## src/hdl/assert_macros.svh

```systemverilog
// Assertion macros shared by the tokenizer RTL.
// Every macro expects a clock named clk and an active-high reset named rst.
`ifndef ASSERT_MACROS_SVH
`define ASSERT_MACROS_SVH

// The property must hold at every clock edge outside reset.
`define JST_ASSERT(lbl, prop, msg) \
  lbl: assert property (@(posedge clk) disable iff (rst) (prop)) else $error(msg);

// The condition must never be true outside reset.
`define JST_NEVER(lbl, cond, msg) \
  lbl: assert property (@(posedge clk) disable iff (rst) !(cond)) else $error(msg);

`endif

```

## src/hdl/jst_pkg.sv

```systemverilog
// Shared types, constants and helper functions of the JSON stream tokenizer.
// No dependencies.
package jst_pkg;

  localparam int MaxDepth = 64;
  localparam int DepthW   = $clog2(MaxDepth + 1);
  localparam int AddrW    = $clog2(MaxDepth);
  localparam int CntW     = 24;
  localparam int CpW      = 21;
  localparam int QDepth   = 4;
  localparam int QPtrW    = $clog2(QDepth);
  localparam int QCntW    = $clog2(QDepth + 1);

  typedef enum logic [3:0] {
    EV_NONE      = 4'd0,
    EV_OBJ_OPEN  = 4'd1,
    EV_OBJ_CLOSE = 4'd2,
    EV_ARR_OPEN  = 4'd3,
    EV_ARR_CLOSE = 4'd4,
    EV_STR_CHAR  = 4'd5,
    EV_STR_END   = 4'd6,
    EV_KEY_END   = 4'd7,
    EV_TRUE      = 4'd8,
    EV_FALSE     = 4'd9,
    EV_NULL      = 4'd10,
    EV_NUM_CHAR  = 4'd11,
    EV_NUM_END   = 4'd12
  } ev_t;

  typedef enum logic [1:0] {
    ST_PENDING = 2'd0,
    ST_DONE    = 2'd1,
    ST_ERROR   = 2'd2,
    ST_AFTER   = 2'd3
  } status_t;

  localparam logic CMD_CHAR   = 1'b0;
  localparam logic CMD_FINISH = 1'b1;

  typedef struct packed {
    ev_t             ev;
    logic            num_real;
    logic            key;
    logic [CpW-1:0]  cp;
  } event_t;

  typedef struct packed {
    logic            two;
    event_t          e0;
    event_t          e1;
    status_t         status;
    logic [CntW-1:0] line;
    logic [CntW-1:0] col;
  } core_res_t;

  typedef struct packed {
    event_t          e;
    status_t         status;
    logic [CntW-1:0] line;
    logic [CntW-1:0] col;
    logic            last;
  } out_rec_t;

  function automatic logic is_ws(input logic [7:0] b);
    return b == 8'h20 || b == 8'h09 || b == 8'h0A || b == 8'h0D;
  endfunction

  function automatic logic is_digit(input logic [7:0] b);
    return b >= "0" && b <= "9";
  endfunction

  // Returns {valid, nibble} for a hexadecimal digit.
  function automatic logic [4:0] hex_val(input logic [7:0] b);
    logic [4:0] r;
    r = 5'd0;
    if (b >= "0" && b <= "9") r = {1'b1, b[3:0]};
    else if ((b >= "a" && b <= "f") || (b >= "A" && b <= "F")) r = {1'b1, b[3:0] + 4'd9};
    return r;
  endfunction

endpackage

```

## src/hdl/jst_if.sv

```systemverilog
// Stream channel interfaces of the tokenizer: input bytes and result events.
// No dependencies.
interface jst_in_if;
  logic       valid;
  logic       ready;
  logic       cmd;
  logic [7:0] char_byte;
  modport source (output valid, cmd, char_byte, input ready);
  modport sink (input valid, cmd, char_byte, output ready);
endinterface

interface jst_out_if;
  logic        valid;
  logic        ready;
  logic [3:0]  event_res;
  logic        number_is_real;
  logic        in_key;
  logic [20:0] code_point;
  logic [1:0]  status;
  logic [23:0] line_number;
  logic [23:0] column_number;
  logic        last_of_run;
  modport source (output valid, event_res, number_is_real, in_key, code_point, status,
                  line_number, column_number, last_of_run, input ready);
  modport sink (input valid, event_res, number_is_real, in_key, code_point, status,
                line_number, column_number, last_of_run, output ready);
endinterface

```

## src/hdl/json_stream_tokenizer_top.sv

```systemverilog
// Top level of the JSON stream tokenizer: input register, parser core, result queue.
// Depends on jst_pkg, jst_if.sv, jst_core and jst_queue.
//
//  port  | direction | carries
//  inp   | sink      | cmd, char_byte: one text byte or an end-of-input request
//  outp  | source    | one token event with status and line/column position
//
// A request is registered, then parsed combinationally and written to a 4-entry queue.
// Rate: one request per cycle while the queue has room; a request that yields two results
// hands them out one at a time through the single queue read port.
// Reset (rst, synchronous) empties the queue and returns the parser to wait for a value.
// An output stall holds requests once the queue has fewer than two free entries.
module json_stream_tokenizer_top import jst_pkg::*; (
  input  logic      clk,
  input  logic      rst,
  jst_in_if.sink    inp,
  jst_out_if.source outp
);

  logic       s1_valid;
  logic       s1_cmd;
  logic [7:0] s1_byte;
  logic       room;
  logic       go;
  core_res_t  res;

  assign go        = s1_valid && room;
  assign inp.ready = !s1_valid || go;

  always_ff @(posedge clk) begin
    if (rst) begin
      s1_valid <= 1'b0;
    end else if (inp.ready) begin
      s1_valid <= inp.valid;
    end
  end

  always_ff @(posedge clk) begin
    if (inp.ready && inp.valid) begin
      s1_cmd  <= inp.cmd;
      s1_byte <= inp.char_byte;
    end
  end

  jst_core u_core (
    .clk       (clk),
    .rst       (rst),
    .go        (go),
    .cmd       (s1_cmd),
    .char_byte (s1_byte),
    .res       (res)
  );

  jst_queue u_queue (
    .clk     (clk),
    .rst     (rst),
    .push_go (go),
    .res     (res),
    .room    (room),
    .outp    (outp)
  );

endmodule

```

## src/hdl/jst_core.sv

```systemverilog
// Parser state machine, container stack and position counters.
// Depends on jst_pkg and assert_macros.svh.
`include "assert_macros.svh"
module jst_core import jst_pkg::*; (
  input  logic      clk,
  input  logic      rst,
  input  logic      go,
  input  logic      cmd,
  input  logic [7:0] char_byte,
  output core_res_t res
);

  typedef enum logic [30:0] {
    S_VALUE   = 31'd1 << 0,
    S_DONE    = 31'd1 << 1,
    S_KEY     = 31'd1 << 2,
    S_COLON   = 31'd1 << 3,
    S_COMMA   = 31'd1 << 4,
    S_T1      = 31'd1 << 5,
    S_T2      = 31'd1 << 6,
    S_T3      = 31'd1 << 7,
    S_F1      = 31'd1 << 8,
    S_F2      = 31'd1 << 9,
    S_F3      = 31'd1 << 10,
    S_F4      = 31'd1 << 11,
    S_N1      = 31'd1 << 12,
    S_N2      = 31'd1 << 13,
    S_N3      = 31'd1 << 14,
    S_STR     = 31'd1 << 15,
    S_ESC     = 31'd1 << 16,
    S_UHEX    = 31'd1 << 17,
    S_PB      = 31'd1 << 18,
    S_PU      = 31'd1 << 19,
    S_LHEX    = 31'd1 << 20,
    S_NUM     = 31'd1 << 21,
    S_SIGN    = 31'd1 << 22,
    S_ZERO    = 31'd1 << 23,
    S_DOT     = 31'd1 << 24,
    S_FRAC    = 31'd1 << 25,
    S_EXP     = 31'd1 << 26,
    S_EXPSIGN = 31'd1 << 27,
    S_EXPNUM  = 31'd1 << 28,
    S_ERR     = 31'd1 << 29,
    S_AFTER   = 31'd1 << 30
  } state_t;

  typedef struct packed {
    state_t st;
    logic   pop;
    logic   jo_clear;
    ev_t    ev;
  } punct_t;

  state_t            state, state_next;
  logic [DepthW-1:0] depth, depth_next;
  logic              just_opened, just_opened_next;
  logic [15:0]       hi_unit, hi_unit_next;
  logic [15:0]       lo_unit, lo_unit_next;
  logic [1:0]        hex_idx, hex_idx_next;
  logic              str_key, str_key_next;
  logic              top_kind, top_kind_next;
  logic              below_kind;
  logic [CntW-1:0]   line, line_next;
  logic [CntW-1:0]   col, col_next;
  logic              push, push_kind;
  logic              kinds [MaxDepth];
  logic [AddrW-1:0]  rd_addr;
  logic              top_obj;
  logic [4:0]        hv;
  logic [15:0]       unit_acc;
  punct_t            pr;
  state_t            mid_state;
  event_t            e0, e1;
  logic              two;

  localparam logic [CntW-1:0] CntMax = '1;

  // Handling of a byte after a complete value: separators, closers, trailing data.
  function automatic punct_t punct_step(input state_t s, input logic [7:0] b,
                                        input logic [DepthW-1:0] d, input logic tobj);
    punct_t p;
    logic   close;
    p.st       = s;
    p.pop      = 1'b0;
    p.jo_clear = 1'b0;
    p.ev       = EV_NONE;
    close      = 1'b0;
    if (s == S_DONE) begin
      if (!is_ws(b)) p.st = S_AFTER;
    end else if (!is_ws(b)) begin
      if (b == ",") begin
        p.jo_clear = 1'b1;
        p.st       = tobj ? S_KEY : S_VALUE;
      end else if (b == "}" && tobj) close = 1'b1;
      else if (b == "]" && d != '0 && !tobj) close = 1'b1;
      else p.st = S_ERR;
    end
    if (close) begin
      p.pop = 1'b1;
      p.ev  = tobj ? EV_OBJ_CLOSE : EV_ARR_CLOSE;
      p.st  = (d != DepthW'(1)) ? S_COMMA : S_DONE;
    end
    return p;
  endfunction

  assign top_obj  = depth != '0 && top_kind;
  assign hv       = hex_val(char_byte);
  assign unit_acc = {(state == S_UHEX) ? hi_unit[11:0] : lo_unit[11:0], hv[3:0]};
  assign pr       = punct_step(mid_state, char_byte, depth, top_obj);

  always_comb begin
    state_next       = state;
    depth_next       = depth;
    just_opened_next = just_opened;
    hi_unit_next     = hi_unit;
    lo_unit_next     = lo_unit;
    hex_idx_next     = hex_idx;
    str_key_next     = str_key;
    top_kind_next    = top_kind;
    line_next        = line;
    col_next         = col;
    push             = 1'b0;
    push_kind        = 1'b0;
    e0               = '{ev: EV_NONE, num_real: 1'b0, key: 1'b0, cp: '0};
    e1               = e0;
    two              = 1'b0;
    mid_state        = state;
    if (go) begin
      if (cmd == CMD_FINISH) begin
        if (state == S_NUM || state == S_ZERO || state == S_FRAC || state == S_EXPNUM) begin
          e0.ev       = EV_NUM_END;
          e0.num_real = state == S_FRAC || state == S_EXPNUM;
          state_next  = (depth != '0) ? S_COMMA : S_DONE;
        end
      end else begin
        if (char_byte == 8'h0A) begin
          if (line != CntMax) line_next = line + CntW'(1);
          col_next = '0;
        end else if (col != CntMax) begin
          col_next = col + CntW'(1);
        end
        unique case (state)
          S_DONE, S_COMMA: begin
            state_next = pr.st;
            e0.ev      = pr.ev;
            if (pr.jo_clear) just_opened_next = 1'b0;
          end
          S_VALUE: begin
            if (!is_ws(char_byte)) begin
              if (char_byte == "{" || char_byte == "[") begin
                if (depth >= DepthW'(MaxDepth)) state_next = S_ERR;
                else begin
                  push             = 1'b1;
                  push_kind        = char_byte == "{";
                  depth_next       = depth + DepthW'(1);
                  just_opened_next = 1'b1;
                  top_kind_next    = push_kind;
                  e0.ev            = push_kind ? EV_OBJ_OPEN : EV_ARR_OPEN;
                  state_next       = push_kind ? S_KEY : S_VALUE;
                end
              end else if (char_byte == "t") state_next = S_T1;
              else if (char_byte == "f") state_next = S_F1;
              else if (char_byte == "n") state_next = S_N1;
              else if (char_byte == "\"") begin
                str_key_next = 1'b0;
                state_next   = S_STR;
              end else if (char_byte == "-" || is_digit(char_byte)) begin
                e0.ev      = EV_NUM_CHAR;
                e0.cp      = CpW'(char_byte);
                state_next = (char_byte == "-") ? S_SIGN :
                             (char_byte == "0") ? S_ZERO : S_NUM;
              end else if (char_byte == "]" && depth != '0 && !top_kind && just_opened) begin
                e0.ev         = EV_ARR_CLOSE;
                depth_next    = depth - DepthW'(1);
                top_kind_next = below_kind;
                state_next    = (depth != DepthW'(1)) ? S_COMMA : S_DONE;
              end else state_next = S_ERR;
            end
          end
          S_KEY: begin
            if (!is_ws(char_byte)) begin
              if (char_byte == "\"") begin
                str_key_next = 1'b1;
                state_next   = S_STR;
              end else if (char_byte == "}" && just_opened && depth != '0) begin
                e0.ev         = top_kind ? EV_OBJ_CLOSE : EV_ARR_CLOSE;
                depth_next    = depth - DepthW'(1);
                top_kind_next = below_kind;
                state_next    = (depth != DepthW'(1)) ? S_COMMA : S_DONE;
              end else state_next = S_ERR;
            end
          end
          S_COLON: begin
            if (!is_ws(char_byte)) state_next = (char_byte == ":") ? S_VALUE : S_ERR;
          end
          S_T1: state_next = (char_byte == "r") ? S_T2 : S_ERR;
          S_T2: state_next = (char_byte == "u") ? S_T3 : S_ERR;
          S_F1: state_next = (char_byte == "a") ? S_F2 : S_ERR;
          S_F2: state_next = (char_byte == "l") ? S_F3 : S_ERR;
          S_F3: state_next = (char_byte == "s") ? S_F4 : S_ERR;
          S_N1: state_next = (char_byte == "u") ? S_N2 : S_ERR;
          S_N2: state_next = (char_byte == "l") ? S_N3 : S_ERR;
          S_T3, S_F4, S_N3: begin
            if ((state == S_T3 && char_byte == "e") || (state == S_F4 && char_byte == "e") ||
                (state == S_N3 && char_byte == "l")) begin
              e0.ev      = (state == S_T3) ? EV_TRUE : (state == S_F4) ? EV_FALSE : EV_NULL;
              state_next = (depth != '0) ? S_COMMA : S_DONE;
            end else state_next = S_ERR;
          end
          S_STR: begin
            if (char_byte == "\"") begin
              e0.ev      = str_key ? EV_KEY_END : EV_STR_END;
              e0.key     = str_key;
              state_next = str_key ? S_COLON : (depth != '0) ? S_COMMA : S_DONE;
            end else if (char_byte == "\\") state_next = S_ESC;
            else if (char_byte < 8'h20) state_next = S_ERR;
            else begin
              e0.ev  = EV_STR_CHAR;
              e0.key = str_key;
              e0.cp  = CpW'(char_byte);
            end
          end
          S_ESC: begin
            e0.ev      = EV_STR_CHAR;
            e0.key     = str_key;
            state_next = S_STR;
            case (char_byte)
              "\"":    e0.cp = CpW'(8'h22);
              "\\":    e0.cp = CpW'(8'h5C);
              "/":     e0.cp = CpW'(8'h2F);
              "b":     e0.cp = CpW'(8'h08);
              "f":     e0.cp = CpW'(8'h0C);
              "n":     e0.cp = CpW'(8'h0A);
              "r":     e0.cp = CpW'(8'h0D);
              "t":     e0.cp = CpW'(8'h09);
              "u": begin
                e0           = '{ev: EV_NONE, num_real: 1'b0, key: 1'b0, cp: '0};
                hi_unit_next = '0;
                hex_idx_next = '0;
                state_next   = S_UHEX;
              end
              default: begin
                e0         = '{ev: EV_NONE, num_real: 1'b0, key: 1'b0, cp: '0};
                state_next = S_ERR;
              end
            endcase
          end
          S_UHEX: begin
            if (!hv[4]) state_next = S_ERR;
            else begin
              hi_unit_next = unit_acc;
              hex_idx_next = hex_idx + 2'd1;
              if (hex_idx == 2'd3) begin
                if (unit_acc[15:10] == 6'b110110) state_next = S_PB;
                else begin
                  e0.ev      = EV_STR_CHAR;
                  e0.key     = str_key;
                  e0.cp      = CpW'(unit_acc);
                  state_next = S_STR;
                end
              end
            end
          end
          S_PB: state_next = (char_byte == "\\") ? S_PU : S_ERR;
          S_PU: begin
            if (char_byte == "u") begin
              lo_unit_next = '0;
              hex_idx_next = '0;
              state_next   = S_LHEX;
            end else state_next = S_ERR;
          end
          S_LHEX: begin
            if (!hv[4]) state_next = S_ERR;
            else begin
              lo_unit_next = unit_acc;
              hex_idx_next = hex_idx + 2'd1;
              if (hex_idx == 2'd3) begin
                if (unit_acc[15:10] == 6'b110111 && hi_unit[15:10] == 6'b110110) begin
                  // Pair to one code point: 0x10000 plus the two 10-bit payloads.
                  e0.ev      = EV_STR_CHAR;
                  e0.key     = str_key;
                  e0.cp      = CpW'(21'h10000) + CpW'({hi_unit[9:0], unit_acc[9:0]});
                  state_next = S_STR;
                end else state_next = S_ERR;
              end
            end
          end
          S_SIGN, S_DOT, S_EXPSIGN: begin
            if (is_digit(char_byte)) begin
              e0.ev      = EV_NUM_CHAR;
              e0.cp      = CpW'(char_byte);
              state_next = (state == S_SIGN) ? ((char_byte == "0") ? S_ZERO : S_NUM) :
                           (state == S_DOT) ? S_FRAC : S_EXPNUM;
            end else state_next = S_ERR;
          end
          S_EXP: begin
            if (is_digit(char_byte) || char_byte == "-" || char_byte == "+") begin
              e0.ev      = EV_NUM_CHAR;
              e0.cp      = CpW'(char_byte);
              state_next = is_digit(char_byte) ? S_EXPNUM : S_EXPSIGN;
            end else state_next = S_ERR;
          end
          S_NUM, S_ZERO, S_FRAC, S_EXPNUM: begin
            if ((state != S_ZERO && is_digit(char_byte)) ||
                (char_byte == "." && (state == S_NUM || state == S_ZERO)) ||
                ((char_byte == "e" || char_byte == "E") && state != S_EXPNUM)) begin
              e0.ev = EV_NUM_CHAR;
              e0.cp = CpW'(char_byte);
              if (char_byte == ".") state_next = S_DOT;
              else if (char_byte == "e" || char_byte == "E") state_next = S_EXP;
            end else begin
              // The byte ends the number and is then taken again as a separator.
              e0.ev            = EV_NUM_END;
              e0.num_real      = state == S_FRAC || state == S_EXPNUM;
              mid_state        = (depth != '0) ? S_COMMA : S_DONE;
              state_next       = pr.st;
              e1.ev            = pr.ev;
              two              = pr.ev != EV_NONE;
              if (pr.jo_clear) just_opened_next = 1'b0;
            end
          end
          S_ERR, S_AFTER: begin
          end
          default: state_next = S_ERR;
        endcase
        if ((state == S_DONE || state == S_COMMA || two) && pr.pop) begin
          depth_next    = depth - DepthW'(1);
          top_kind_next = below_kind;
        end
      end
    end
  end

  assign rd_addr = AddrW'(depth_next - DepthW'(2));

  always_ff @(posedge clk) begin
    if (push) kinds[depth[AddrW-1:0]] <= push_kind;
    below_kind <= kinds[rd_addr];
  end

  always_ff @(posedge clk) begin
    if (rst) begin
      state       <= S_VALUE;
      depth       <= '0;
      just_opened <= 1'b0;
      hi_unit     <= '0;
      lo_unit     <= '0;
      hex_idx     <= '0;
      str_key     <= 1'b0;
      top_kind    <= 1'b0;
      line        <= '0;
      col         <= '0;
    end else begin
      state       <= state_next;
      depth       <= depth_next;
      just_opened <= just_opened_next;
      hi_unit     <= hi_unit_next;
      lo_unit     <= lo_unit_next;
      hex_idx     <= hex_idx_next;
      str_key     <= str_key_next;
      top_kind    <= top_kind_next;
      line        <= line_next;
      col         <= col_next;
    end
  end

  always_comb begin
    res.two    = two;
    res.e0     = e0;
    res.e1     = e1;
    res.line   = line_next;
    res.col    = col_next;
    res.status = (state_next == S_DONE) ? ST_DONE :
                 (state_next == S_ERR) ? ST_ERROR :
                 (state_next == S_AFTER) ? ST_AFTER : ST_PENDING;
  end

  `JST_NEVER(a_depth_range, depth > DepthW'(MaxDepth), "nesting depth beyond stack size")
  `JST_ASSERT(a_err_sticky, (!$past(rst) && $past(state) == S_ERR) |-> state == S_ERR, "error state left")

endmodule

```

## src/hdl/jst_queue.sv

```systemverilog
// Result queue: splits each processed request into one or two result records.
// Depends on jst_pkg, jst_if.sv and assert_macros.svh.
`include "assert_macros.svh"
module jst_queue import jst_pkg::*; (
  input  logic      clk,
  input  logic      rst,
  input  logic      push_go,
  input  core_res_t res,
  output logic      room,
  jst_out_if.source outp
);

  out_rec_t         q [QDepth];
  logic [QPtrW-1:0] wr_ptr, rd_ptr;
  logic [QCntW-1:0] cnt, cnt_next;
  logic             pop;
  out_rec_t         rec0, rec1, head;

  assign room = cnt <= QCntW'(QDepth - 2);
  assign pop  = outp.valid && outp.ready;
  assign head = q[rd_ptr];

  always_comb begin
    rec0 = '{e: res.e0, status: res.status, line: res.line, col: res.col, last: !res.two};
    rec1 = '{e: res.e1, status: res.status, line: res.line, col: res.col, last: 1'b1};
    cnt_next = cnt - QCntW'(pop);
    if (push_go) cnt_next = cnt_next + (res.two ? QCntW'(2) : QCntW'(1));
  end

  always_ff @(posedge clk) begin
    if (push_go) begin
      q[wr_ptr] <= rec0;
      if (res.two) q[wr_ptr + QPtrW'(1)] <= rec1;
    end
  end

  always_ff @(posedge clk) begin
    if (rst) begin
      wr_ptr <= '0;
      rd_ptr <= '0;
      cnt    <= '0;
    end else begin
      cnt <= cnt_next;
      if (pop) rd_ptr <= rd_ptr + QPtrW'(1);
      if (push_go) wr_ptr <= wr_ptr + (res.two ? QPtrW'(2) : QPtrW'(1));
    end
  end

  assign outp.valid          = cnt != '0;
  assign outp.event_res      = head.e.ev;
  assign outp.number_is_real = head.e.num_real;
  assign outp.in_key         = head.e.key;
  assign outp.code_point     = head.e.cp;
  assign outp.status         = head.status;
  assign outp.line_number    = head.line;
  assign outp.column_number  = head.col;
  assign outp.last_of_run    = head.last;

  `JST_NEVER(a_cnt_range, cnt > QCntW'(QDepth), "result queue count out of range")
  `JST_NEVER(a_no_overrun, push_go && !room, "request processed without queue room")

endmodule

```

## src/flat_wrapper.sv

```systemverilog
// flat-port wrapper written by rule: the top's interface ports become plain ports
module json_stream_tokenizer_top_flat import jst_pkg::*;
  (clk, rst, inp_valid, inp_cmd, inp_char_byte, inp_ready, outp_valid, outp_event_res, outp_number_is_real, outp_in_key, outp_code_point, outp_status, outp_line_number, outp_column_number, outp_last_of_run, outp_ready);
  jst_in_if inp_i ();
  jst_out_if outp_i ();
  input  logic clk;
  input  logic rst;
  input wire logic [$bits(inp_i.valid)-1:0] inp_valid;
  input wire logic [$bits(inp_i.cmd)-1:0] inp_cmd;
  input wire logic [$bits(inp_i.char_byte)-1:0] inp_char_byte;
  output wire logic [$bits(inp_i.ready)-1:0] inp_ready;
  output wire logic [$bits(outp_i.valid)-1:0] outp_valid;
  output wire logic [$bits(outp_i.event_res)-1:0] outp_event_res;
  output wire logic [$bits(outp_i.number_is_real)-1:0] outp_number_is_real;
  output wire logic [$bits(outp_i.in_key)-1:0] outp_in_key;
  output wire logic [$bits(outp_i.code_point)-1:0] outp_code_point;
  output wire logic [$bits(outp_i.status)-1:0] outp_status;
  output wire logic [$bits(outp_i.line_number)-1:0] outp_line_number;
  output wire logic [$bits(outp_i.column_number)-1:0] outp_column_number;
  output wire logic [$bits(outp_i.last_of_run)-1:0] outp_last_of_run;
  input wire logic [$bits(outp_i.ready)-1:0] outp_ready;
  assign inp_i.valid = inp_valid;
  assign inp_i.cmd = inp_cmd;
  assign inp_i.char_byte = inp_char_byte;
  assign inp_ready = inp_i.ready;
  assign outp_valid = outp_i.valid;
  assign outp_event_res = outp_i.event_res;
  assign outp_number_is_real = outp_i.number_is_real;
  assign outp_in_key = outp_i.in_key;
  assign outp_code_point = outp_i.code_point;
  assign outp_status = outp_i.status;
  assign outp_line_number = outp_i.line_number;
  assign outp_column_number = outp_i.column_number;
  assign outp_last_of_run = outp_i.last_of_run;
  assign outp_i.ready = outp_ready;
  json_stream_tokenizer_top u_core (.clk(clk), .rst(rst), .inp(inp_i), .outp(outp_i));
endmodule
```

## config.mk

```make
export PLATFORM = sky130hd
export DESIGN_NAME = json_stream_tokenizer_top_flat
export DESIGN_NICKNAME = d
export VERILOG_FILES = /design/src/hdl/jst_pkg.sv /design/src/hdl/jst_if.sv /design/src/hdl/json_stream_tokenizer_top.sv /design/src/hdl/jst_core.sv /design/src/hdl/jst_queue.sv /design/src/flat_wrapper.sv
export VERILOG_INCLUDE_DIRS = /design/src /design/src/hdl
export SDC_FILE = /design/constraint.sdc
export NUM_CORES = 1
export LEC_CHECK = 0
export ABC_AREA = 1
export BUFFER_PORTS_ARGS = -buffer_cell sky130_fd_sc_hd__buf_2
export CAP_MARGIN = 0
export CORE_ASPECT_RATIO = 1.2
export CORE_MARGIN = 2
export CORE_UTILIZATION = 30
export DETAILED_ROUTE_END_ITERATION = 10
export GPL_ROUTABILITY_DRIVEN = 1
export PLACE_DENSITY = 0.44
export REMOVE_ABC_BUFFERS = 1
export SLEW_MARGIN = 30
export SYNTH_ARGS = -nofsm -noshare
export SYNTH_HDL_FRONTEND = slang
export SYNTH_HIERARCHICAL = 1
export SYNTH_SLANG_ARGS = --single-unit
export TNS_END_PERCENT = 10
```

## constraint.sdc

```tcl
create_clock -name clk -period 6.7 [get_ports clk]
set_input_delay 1.34 -clock clk [delete_from_list [all_inputs] [get_ports clk]]
set_output_delay 1.34 -clock clk [all_outputs]
set_load 0.1 [all_outputs]
```

# Word-level counts from Yosys, hierarchy flattened
# Memory sizes are Yosys's and may differ from the RTL's. A register that Yosys moved wholly into a read port is not among the register bits.
# Index checks and enable logic that the tools add are counted.
# word_totals
regBits,136
mem_bits_rw,376
in_bits,13
out_inout_bits,80
wordCells,444
n_memories,2
# classes
addsub,13
n_lt_le_gt_ge,9
eq_ne,100
mux,235
bitwise_logic,1
reduce_logical,68
# mem_list
name,words,word_bits,rd,rd_ports_with_merged_regs,write_ports,line,rtl
u_core.u_queue.q,4,78,1,1,2,jst_queue.sv:13,out_rec_t q [QDepth];
u_core.u_core.kinds,64,1,1,1,1,jst_core.sv:66,logic kinds [MaxDepth];
# op_table
op,count
2-to-1 mux 31 bit,34
one-hot mux 31 bit (22 select lines),1
2-to-1 mux 30 bit,18
2-to-1 mux 24 bit,9
2-to-1 mux 22 bit,9
one-hot mux 21 bit (8 select lines),1
"equality test 8 x 7 -> 1 bit, second input constant",16
2-to-1 mux 7 bit,15
"equality test 31 x 2 -> 1 bit, second input constant",3
2-to-1 mux 29 bit,3
2-to-1 mux 8 bit,10
"equality test 8 x 6 -> 1 bit, second input constant",9
2-to-1 mux 4 bit,16
"equality test 31 x 30 -> 1 bit, second input constant",2
"equality test 31 bit, second input constant",2
2-to-1 mux 1 bit,62
one-hot mux 30 bit (2 select lines),1
one-hot mux 7 bit (8 select lines),1
2-to-1 mux 3 bit,18
"adder 24 x 1 -> 24 bit, second input constant",2
"!= test 24 bit, second input constant",2
one-hot mux 4 bit (11 select lines),1
2-to-1 mux 5 bit,7
2-to-1 mux 16 bit,2
other kinds (83),182

# Longest topological paths before layout
# Gate-level depths: netlist (run 1).
# logic_depth
word_depth,23
depth_mapped,28
ltp_nobuf,26

# By module
# Netlist (run 1), hierarchy kept.
# by_module_without_submodules
module,n_inst,cells_each,area_each_um2,seq_area_each_um2
jst_queue,1,1376,14198.6,9509.1
jst_core,1,2034,13361.6,4324.1
json_stream_tokenizer_top,1,17,325.3,290.3

# Least setup slack after synthesis (run 1)
# OpenSTA, ideal clock, no wires.
# synth_path
kind,register -> register
from,register u_core.s1_byte[1]
to,"memory u_core/u_queue/q[0][10] in the netlist's numbering, data pin"
setup_ps,139
t_arrival_ps,6275
required_time_ps,6561
path_slack_ps,286
path_stages_with_launch,19
n_path_buf,2
synth_period_minus_slack_ps,6414
cell_sequence,edfxtp_1 inv_1 ha_1 inv_1 nor2_1 nand2_1 a21boi_2 nand2_1 nand2_1 nor2_4 nand4_2 nand3_2 nor2_1 buf_4 inv_2 o21ai_1 inv_2 buf_2 nor2_1
# synth_rtl
element,line,rtl
"start, declared",json_stream_tokenizer_top.sv:22,logic [7:0] s1_byte;
"start signal, assigned",json_stream_tokenizer_top.sv:41,s1_byte <= inp.char_byte;
"end, declared",jst_queue.sv:13,

==> metrics.md, run 1 <==
| Metric | Value |
|---|---|
| Aggregate global routing overflow | 0 |
| Worst min path class | reg2reg |
| Root Buffer | clkbuf_16 |
| Synth unique cells | 63 |
| CTS tree | done |
| Core Area | 92200 µm² |
| Core Util, Final | 34.0% |
| Clk_lat worst skew | 0.66 ns |
| Number of cells on the critical path | 16 |
| Syn_area_per_cell | 8.14 µm² |
| Switch Pwr | 4.50 mW |
| Clock Tree Buf Depth | 3 |
| Syn Std Cell Area | 27900 µm² |
| VDD IR max | around 0.34 mV |
| Largest net degree at the start of global routing | ~80 |
| Htree depth | 2 |
| Total number of vias | 23700 |
| Register area | 14100 µm² |
| Fmax | 202 MHz |
| CP Capture Type | register |
| Worst Setup EP | u_core/u_queue/q[1][60] |
| Ports | 93 |
| Max Fanout on Critical Path | 51 |
| Core Rows | 122 |
| Vias per cell | about 5 |
| Top-area cell type share of the netlist area | between 40% and 50% |
| Clock transition at the registers of the reported paths | around 0.06 ns |
| Cts hold-fix bufs | 0 |
| Area of the multi-input gates | between 10000 and 15000 µm² |
| Critical path arrival | 5.26 ns |
| Worst Setup SP | u_core/u_core/depth[1] |
| Final period utilization | 73.8% |
| Critical path class | reg2reg |
| CP Cell Sequence | clkinv_1 -> ha_1 -> nand3_1 -> inv_1 -> nor2_2 -> inv_1 -> o21ai_2 -> nand3_2 -> nor2_1 -> buf_4 -> inv_2 -> nor2_4 -> nor2_4 -> buf_4 -> inv_4 -> buf_4 |
| Hold Violations, Final | 0 |
| Post-CTS setup buffers | 0 |
| Vias in the first global route | 23400 |
| WP buf/inv | 8 |
| Outcome | complete, no violations |
| CP max stage cell | inv_4 |
| CP delay by family, top | buffers and inverters |
| Syn. warnings | 6 |
| Fillcell total | 9902 |
| Clock tree sinks | a little over 500 |
| Sequential share of power | 35.2% |
| MaxCap Viol Count | 0 |
| Cell count after synthesis | between 3000 and 4000 |
| First-pass GRT wire length | about 140000 µm |
| Full die area | about 95000 µm² |
| Area delta synth->final | 12.3% |
| Aggregate global-route resource usage | approximately a fifth |
| Worst R2R Path Depth | 16 |
| Initial DRC Count | 1718 |
| Yosys reg bits | 515 |
| CP startpoint kind | register |
| Final hold slack | 0.462 ns |
| RSZ-0062 raised after global routing | no |
| PwrDens | 331 nW/µm² |
| Setup violators final | 0 |
| Drt total wl | roughly 95000 µm |
| Max-slew headroom | between 30% and 40% |
| Initial DRT Pass Iterations | 6 |
| Die height | between 300 and 400 µm |
| DRC viols | 0 |
| Initial antenna violation count | 0 |
| I/O Buffers | 92 |
| Wire per inst | 20.0 µm |
| Switch share | 43.3% |
| Count leader, synth | nor2_1 |
| Post-synth EDFFs | 381 |
| Gate power share | 33.8% |
| Max-slew violations | 0 |
| Worst slew pin tran | ~0.94 ns |
| Nets | 3491 |
| Share of layout cells above drive strength 1 | 9.18% |
| Reg-to-reg setup timing slack | approximately 1.8 ns |
| # resized after CTS | 0 |
| R2R Path End | u_core/u_queue/q[1][60] |
| GP Congestion | 0.912 |
| Most common library cells after synthesis | nor2_1, nand2_1, inv_1, edfxtp_1, o21ai_0 |
| Worst path required time | ~7 ns |
| Final HPWL DP | between 60000 and 70000 µm |
| Register area share after synthesis | 50.6% |
| Synth area leaders | edfxtp_1, dfxtp_1, nor2_1 |
| Minimum clock period | about 5 ns |
| Critical R2R Launch | u_core/u_core/depth[1] |
| TritonCTS buffer count | 58 |
| Leak Pwr | 10.7 nW |
| Routed Antenna Nets | 0 |
| Initial Util | 30.2% |
| Clock power share | 31.0% |
| Max incr delay on CP | 0.66 ns |
| FFs w/ async S/R, synth | 0% |
| Die W | between 200 and 300 µm |
| Leading area contributor after synthesis | edfxtp_1 |
| Most used cell, CP | buf_4 |
| Top FF cell, synth | edfxtp_1 |
| Worst Skew | 0.0313 ns |
| Pint | 5.88 mW |
metal layers:
metal | vias up | track usage (%) | share of wire [%]
li1 | 11600 | - | -
met1 | 11400 | 25.2 | 43
met2 | 568 | 34.9 | 50
met3 | 148 | 2.50 | 4.3
met4 | 0 | 6.11 | 2.9
met5 | - | 0 | 0
logic make-up after synthesis:
family	after synthesis	share of synthesized area, %
adder cells (fa/ha/maj)	19	0.879
AO/OA/AOI/OAI	617	12.5
XOR/XNOR	29	0.911
flip-flops	515	50.6
AND/OR/NAND/NOR	1641	26.1
other	1	0.0134
buffers and inverters	605	9.02
worst min-delay path by stage:
stage / start / endpoint / slack (ns) / cells after the start
final: u_core/u_queue/q[3][0] / u_core/u_queue/q[3][0] / 0.46 / 2
after global routing: u_core/u_queue/q[3][0] / u_core/u_queue/q[3][0] / 0.48 / 2
after CTS: u_core/u_queue/q[3][0] / u_core/u_queue/q[3][0] / 0.46 / 2
after detailed placement: u_core/u_queue/q[3][0] / u_core/u_queue/q[3][0] / 0.45 / 2
after global placement: u_core/u_queue/q[3][0] / u_core/u_queue/q[3][0] / 0.45 / 2
after floorplan: u_core/u_core/lo_unit[4] / u_core/u_core/lo_unit[4] / 0.43 / 2
per-stage QoR:
step           instances  power, mW  cell area, µm²  setup TNS (ns)  setup slack (ns)
4_1_cts             4748       10.5           31300               0              1.76
6_report            4749       10.4           31300               0              1.75
3_3_place_gp        4639       7.28           29400               0              1.83
2_1_floorplan       3270       6.41           27100         -298.31             -2.08
5_1_grt             4748       10.8           31300               0              1.40
3_5_place_dp        4639       7.28           29400               0              1.77
final cells by class:
class / instances / area share [%]
multi-input combinational: 2331 / 36.3
sequential: 515 / 45.1
tap: 1240 / 4.95
antenna: 1 / 0.00799
inverter: 424 / 5.11
clock buffer: 85 / 5.31
timing repair buffer: 129 / 2.42
clock inverter: 24 / 0.763
flip-flops by register name (all words and copies together), names as in the netlist, 2 cells and up, named ones only:
signal,cells
u_core/u_core/kinds,64
u_core/u_queue/rd_ptr,2
u_core/u_core/lo_unit,12
u_core/u_core/col,24
u_core/u_core/depth,7
u_core/u_core/line,24
u_core/u_queue/wr_ptr,2
u_core/u_core/state,31
u_core/u_queue/cnt,3
u_core/u_core/hex_idx,2
u_core/u_core/hi_unit,16
u_core/s1_byte,8
u_core/u_queue/q,312
power groups by stage:
stage | Sequential, mW | Combinational, mW | Clock [mW]
6_report | 3.66 | 3.51 | 3.21
5_1_grt | 3.67 | 3.69 | 3.42
4_1_cts | 3.66 | 3.55 | 3.31
3_5_place_dp | 3.73 | 3.55 | 0
3_3_place_gp | 3.73 | 3.55 | 0
2_1_floorplan | 3.74 | 2.67 | 0
worst register-to-register path: stages, from the launching register on:
cell and delay (ns):
dfxtp_1 0.45, clkinv_1 0.31, ha_1 0.28, nand3_1 0.22, inv_1 0.17, nor2_2 0.30, inv_1 0.20, o21ai_2 0.27
nand3_2 0.23, nor2_1 0.18, buf_4 0.18, inv_2 0.15, nor2_4 0.17, nor2_4 0.03, buf_4 0.35, inv_4 0.68
buf_4 0.44
cells in the final DEF, fill, tap and decap left out, types with 11 or more instances in the layout:
cell type	netlist	routed
nor2_4	15	16
buf_4	35	36
nand3_1	200	200
xor2_1	26	26
buf_2	46	91
ha_1	18	18
nand3b_1	28	28
clkbuf_1	87	14
nor2_1	672	670
nand2_2	20	20
clkbuf_16	0	58
o211ai_1	11	11
dfxtp_1	134	132
inv_2	13	14
inv_1	405	401
a21oi_1	100	99
o21ai_0	307	307
nand4_1	42	42
nor4_1	40	40
clkinv_1	6	15
nand2_1	488	487
o21ai_1	37	36
edfxtp_1	381	381
conb_1	1	25
nor3_1	87	86
nor2_2	14	15
o22ai_1	87	87
No activity file was read; power rests on OpenSTA's default activity.
==> run 2: changes to the inputs <==
Clock period 6.7 ns to 4.15 ns, I/O delays scaled along.
==> metrics.md, run 2 (synthesis results as in run 1) <==
| Metric | Value |
|---|---|
| Outcome | complete, no violations |
| Fillcell total | 9875 (-0.27%) |
| CP delay by family, top | buffers and inverters |
| I/O Buffers | 92 (unchanged) |
| MaxCap Viol Count | 0 (unchanged) |
| DRC viols | 0 (unchanged) |
| Worst path required time | 4.48 ns (-2.53 ns) |
| CP max stage cell | dfxtp_1 |
| Routed Antenna Nets | 0 (unchanged) |
| Initial antenna violation count | 1 (+1) |
| Pint | 9.69 mW (+65%) |
| Initial DRT Pass Iterations | 6 (unchanged) |
| Wire per inst | 20.0 µm (-0.31%) |
| Largest net degree at the start of global routing | 65 (-18%) |
| Switch Pwr | 7.45 mW (+66%) |
| Max Fanout on Critical Path | 29 (-43%) |
| Placed Cells | 4719 (+1.7%) |
| Cell Area, Placed | 30200 µm² (+2.8%) |
| Clock transition at the registers of the reported paths | 0.06 ns (about the same) |
| Fmax | 257 MHz (+27%) |
| Vias per cell | 4.96 (-0.39%) |
| CP Cell Sequence | clkinv_1 -> ha_1 -> nand3_1 -> inv_1 -> nor2_2 -> inv_1 -> o21ai_2 -> nand3_2 -> nor2_1 -> buf_4 -> o211ai_1 -> buf_12 -> inv_4 -> buf_12 |
| Hold Violations, Final | 0 (unchanged) |
| Post-route cell area | 32400 µm² (+3.4%) |
| Die height | 338 µm (unchanged) |
| Die W | 282 µm (unchanged) |
| Core Area | 92200 µm² (unchanged) |
| Worst slew pin tran | 0.976 ns (+0.0330 ns) |
| Aggregate global routing overflow | 0 (unchanged) |
| Worst Setup Slack, final | 0.261 ns (-1.49 ns) |
| Core Rows | 122 (unchanged) |
| Critical path arrival | 4.22 ns (-1.04 ns) |
| Root Buffer | clkbuf_16 |
| Ports | 93 (unchanged) |
| Largest reg by FF count | u_core/u_queue/q |
| VDD IR max | 0.405 mV (+20%) |
| Clock power share | 31.3% (+0.3 points) |
| Worst Skew | 0.0162 ns (-0.0151 ns) |
| Commonest cells after routing, fill and taps aside | nor2_1, nand2_1, inv_1 |
| Final hold slack | 0.356 ns (-0.106 ns) |
| Share of layout cells above drive strength 1 | 12.2% (+3.0 points) |
| Critical path class | reg2reg |
| WP buf/inv | 7 (-1) |
| Gate power share | 34.2% (+0.4 points) |
| Final HPWL DP | 66500 µm (+5.9%) |
| CTS tree | done |
| Full die area | 95400 µm² (unchanged) |
| Aggregate global-route resource usage | 20.1% (+0.22 points) |
| CP startpoint kind | register |
| Setup Total Neg Slack | 0 ns (unchanged) |
| Vias in the first global route | 23900 (+2.1%) |
| Sequential share of power | 34.5% (-0.7 points) |
| Clk_lat worst skew | 0.65 ns (about the same) |
| RSZ-0062 raised after global routing | yes |
| Final period utilization | 93.7% (+20 points) |
| Total number of vias | 24000 (+1.5%) |
| Minimum clock period | 3.89 ns (-1.06 ns) |
| Clock Tree Buf Depth | 3 (unchanged) |
| Clock tree sinks | 515 (unchanged) |
| Cts hold-fix bufs | 0 (unchanged) |
| Initial Util | 30.2% (unchanged) |
| Max incr delay on CP | 0.48 ns (-0.18 ns) |
| Area delta synth->final | 16.2% |
| First-pass GRT wire length | 146000 µm (+0.60%) |
| Most common cell after layout, fill and taps aside | nor2_1 |
| Non-Filler Instances | 4841 (+1.9%) |
| Setup violators final | 0 (unchanged) |
| Max FFs per register | 312 (unchanged) |
| Nets | 3580 (+2.5%) |
| Leak Pwr | 11.3 nW (+5.0%) |
| Worst min path class | in2reg |
| GP Congestion | 0.942 (+3.3%) |
| CP Capture Type | register |
| Post-Place Setup Slack | -0.127 ns (-1.90 ns) |
| Htree depth | 2 (unchanged) |
| Core Util, Final | 35.1% (+1.2 points) |
| Max-slew headroom | 34.3% (-2.7 points) |
| PwrDens | 529 nW/µm² (+60%) |
| TritonCTS buffer count | 59 (+1.7%) |
| Tot Pwr | 17.1 mW (+65%) |
| Switch share | 43.5% (+0.13 points) |
| Initial DRC Count | 1463 (-15%) |
| Drt total wl | 96600 µm (+1.6%) |
| Max-slew violations | 0 (unchanged) |
-- run 2: layer usage --
layer / GRT usage (%) / wire length [µm] / up-vias
met1: 25.0 / 41300 / 11500
met3: 2.55 / 4190 / 162
met5: 0 / 13 / -
met2: 35.5 / 48000 / 578
li1: - / - / 11700
met4: 6.71 / 3160 / 2
-- run 2: timing repair --
action	4_1_cts	5_1_grt
endpoints found under the hold margin	0	0
endpoints found under the setup margin	8	94
cloned	0	0
pin swaps	0	3
resized for setup	2	24
buffers inserted	0	8
-- run 2: final timing paths --
kind	from	to	slack, ns	depth (start not counted)
worst max register to register	u_core/u_core/depth[1]	u_core/u_queue/q[3][56]	0.26	14
worst max-delay path	u_core/u_core/depth[1]	u_core/u_queue/q[3][56]	0.26	14
worst min-delay path	inp_char_byte[2]	u_core/s1_byte[2]	0.36	1
worst min register to register	u_core/u_queue/q[3][0]	u_core/u_queue/q[3][0]	0.46	2
-- run 2: power by group through the flow --
| stage | clock network, mW | registers (mW) | logic, mW |
|---|---|---|---|
| 2_1_floorplan | 0 | 6.04 | 4.32 |
| 3_3_place_gp | 0 | 6.03 | 5.89 |
| 3_5_place_dp | 0 | 6.04 | 5.88 |
| 4_1_cts | 5.54 | 5.93 | 5.88 |
| 5_1_grt | 5.70 | 5.95 | 6.14 |
| 6_report | 5.37 | 5.92 | 5.86 |
-- run 2: area by class of cell --
| cell class | count | area (µm²) | share of cell area [%] |
|---|---|---|---|
| inverter | 424 | 1600 | 4.94 |
| clock inverter | 40 | 417 | 1.29 |
| clock buffer | 72 | 1600 | 4.93 |
| sequential | 515 | 14100 | 43.6 |
| tap | 1240 | 1550 | 4.79 |
| timing repair buffer | 217 | 1630 | 5.02 |
| multi-input combinational | 2331 | 11500 | 35.4 |
| antenna | 2 | 5.00 | 0.0154 |
==> run 3: changes to the inputs <==
==> constraint.sdc (replaced) <==
create_clock -name clk -period 4.15 [get_ports clk]
set_input_delay 0 -clock clk [delete_from_list [all_inputs] [get_ports clk]]
set_output_delay 0 -clock clk [all_outputs]
set_load 0.1 [all_outputs]
==> metrics.md, run 3 (synthesis results as in run 1) <==
| Metric | Value |
|---|---|
| Vias per cell | 4.97 (+0.18%) |
| MaxCap Viol Count | 0 (unchanged) |
| Outcome | complete, no violations |
| GP Congestion | 0.959 (+1.8%) |
| Aggregate global routing overflow | 0 (unchanged) |
| Initial antenna violation count | 1 (unchanged) |
| Clock Tree Buf Depth | 3 (unchanged) |
| Routed Antenna Nets | 0 (unchanged) |
| Clock power share | 31.9% (+0.6 points) |
| Initial DRC Count | 1659 (+13%) |
| Vias in the first global route | 23600 (-1.1%) |
| Setup Total Neg Slack | 0 ns (unchanged) |
| Drt total wl | 97300 µm (+0.66%) |
| Leak Pwr | 11.4 nW (+0.80%) |
| Worst R2R Path Depth | 18 (+4) |
| RSZ-0062 raised after global routing | yes |
| Ports | 93 (unchanged) |
| Largest reg by FF count | u_core/u_queue/q |
| Max Fanout on Critical Path | 22 (-24%) |
| Core Area | 92200 µm² (unchanged) |
| WP buf/inv | 7 (unchanged) |
| Initial Util | 30.2% (unchanged) |
| Max incr delay on CP | 0.39 ns (-0.09 ns) |
| Root Buffer | clkbuf_16 |
| Minimum clock period | 3.84 ns (-0.0475 ns) |
| Final HPWL DP | 67000 µm (+0.68%) |
| Post-route cell area | 32500 µm² (+0.25%) |
| Worst min path class | in2reg |
| R2R Path End | u_core/u_queue/q[2][30] |
| Clock transition at the registers of the reported paths | 0.06 ns (about the same) |
| Critical path class | reg2reg |
| Reg-to-reg setup timing slack | 0.31 ns (+0.05 ns) |
| Nets | 3597 (+0.47%) |
| Largest net degree at the start of global routing | 80 (+23%) |
| CP delay by family, top | simple AND/OR/NAND/NOR gates |
| Hold Violations, Final | 0 (unchanged) |
| Worst Setup SP | u_core/s1_byte[6] |
| CP max stage cell | edfxtp_1 |
| Fillcell total | 9883 (+0.081%) |
| PwrDens | 530 nW/µm² (+0.16%) |
| Max-slew headroom | 38.4% (+4.1 points) |
| Worst slew pin tran | 0.924 ns (-0.0519 ns) |
| TritonCTS buffer count | 59 (unchanged) |
| Clock tree sinks | 515 (unchanged) |
| Area delta synth->final | 16.5% |
| Final period utilization | 92.6% (-1.1 points) |
| Most common cell after layout, fill and taps aside | nor2_1 |
| CP Capture Type | register |
| Htree depth | 2 (unchanged) |
| Clk_lat worst skew | 0.65 ns (about the same) |
| Core Rows | 122 (unchanged) |
| Initial DRT Pass Iterations | 7 (+1) |
| CP Cell Sequence | inv_1 -> nand2_1 -> inv_1 -> nand2_1 -> inv_1 -> nand3_1 -> nor2_1 -> nor2_4 -> nand3_2 -> nand3_2 -> nand3_2 -> nor2_1 -> buf_4 -> inv_2 -> nor2_4 -> inv_2 -> nand2_4 -> buf_4 |
| Worst path required time | 4.45 ns (-0.03 ns) |
| Final hold slack | 0.0700 ns (-0.286 ns) |
| First-pass GRT wire length | 146000 µm (+0.42%) |
| Placed Cells | 4720 (+0.021%) |
| Number of cells on the critical path | 18 (+4) |
| VDD IR max | 0.446 mV (+10%) |
| Wire per inst | 20.0 µm (+0.33%) |
| Pint | 9.84 mW (+1.5%) |
| Die height | 338 µm (unchanged) |
| DRC viols | 0 (unchanged) |
| Share of layout cells above drive strength 1 | 11.9% (-0.36 points) |
| Max FFs per register | 312 (unchanged) |
| Critical path arrival | 4.14 ns (-0.08 ns) |
| Non-Filler Instances | 4857 (+0.33%) |
| Switch Pwr | 7.38 mW (-1.0%) |
| Cell Area, Placed | 30200 µm² (-0.12%) |
| CTS tree | done |
| Setup violators final | 0 (unchanged) |
| Commonest cells after routing, fill and taps aside | nor2_1, nand2_1, inv_1 |
| I/O Buffers | 92 (unchanged) |
| Full die area | 95400 µm² (unchanged) |
| Worst Setup EP | u_core/u_queue/q[2][30] |
| CP startpoint kind | register |
| Switch share | 42.8% (-0.62 points) |
| Worst Skew | 0.0123 ns (-0.00389 ns) |
| Gate power share | 33.7% (-0.5 points) |
| Max-slew violations | 0 (unchanged) |
| Sequential share of power | 34.3% (-0.2 points) |
| Die W | 282 µm (unchanged) |
| Total number of vias | 24200 (+0.52%) |
| Fmax | 260 MHz (+1.2%) |
| Critical R2R Launch | u_core/s1_byte[6] |
| Aggregate global-route resource usage | 20.1% (+0.091 points) |
-- run 3: how the worst min path moves through the flow --
stage	startpoint	endpoint	slack (ns)	cells past startpoint
floorplan	rst	u_core/s1_valid	0.06	1
global route	inp_cmd	u_core/s1_cmd	0.05	2
global placement	inp_char_byte[2]	u_core/s1_byte[2]	0.18	1
finish	inp_cmd	u_core/s1_cmd	0.07	2
detailed placement	inp_cmd	u_core/s1_cmd	0.18	1
CTS	inp_char_byte[5]	u_core/s1_byte[5]	0.03	2
-- run 3: final cells by class --
class	count	area [µm²]	area share (%)
diodes	1	2.50	0.00770
clock buffers	79	1630	5.03
clock inverters	33	394	1.21
inverters	424	1600	4.93
multi-input cells	2331	11400	35.2
flip-flops and latches	515	14100	43.5
well taps	1240	1550	4.78
repair buffers	234	1740	5.37
-- run 3: metal layers --
layer / share of wire, % / track usage, % / vias up
li1: - / - / 11800
met1: 43 / 25.8 / 11700
met2: 49 / 35.4 / 557
met3: 4.0 / 2.17 / 163
met4: 3.2 / 6.42 / 2
met5: 0.013 / 0 / -
-- run 3: metrics by stage --
step	utilization, %	setup WS, ns	power (mW)
after CTS	35.1	0.0874	17.4
after global routing	35.2	-0.0165	17.9
final	35.2	0.309	17.2
after global placement	32.7	0.0888	11.9
after floorplan	-	-4.63	10.4
after detailed placement	32.7	0.0902	11.9
-- run 3: power by group through the flow --
stage,combinational (mW),clock (mW),sequential [mW]
final,5.81,5.49,5.91
after global routing,6.10,5.83,5.94
after CTS,5.84,5.65,5.93
after detailed placement,5.82,0,6.04
after global placement,5.83,0,6.03
after floorplan,4.32,0,6.04
-- run 3: what timing repair did --
item,in CTS,in global routing
setup buffers,0,10
setup endpoints to repair,0,23
gates resized for setup,0,14
hold endpoints to repair,39,0
hold buffers,14,0
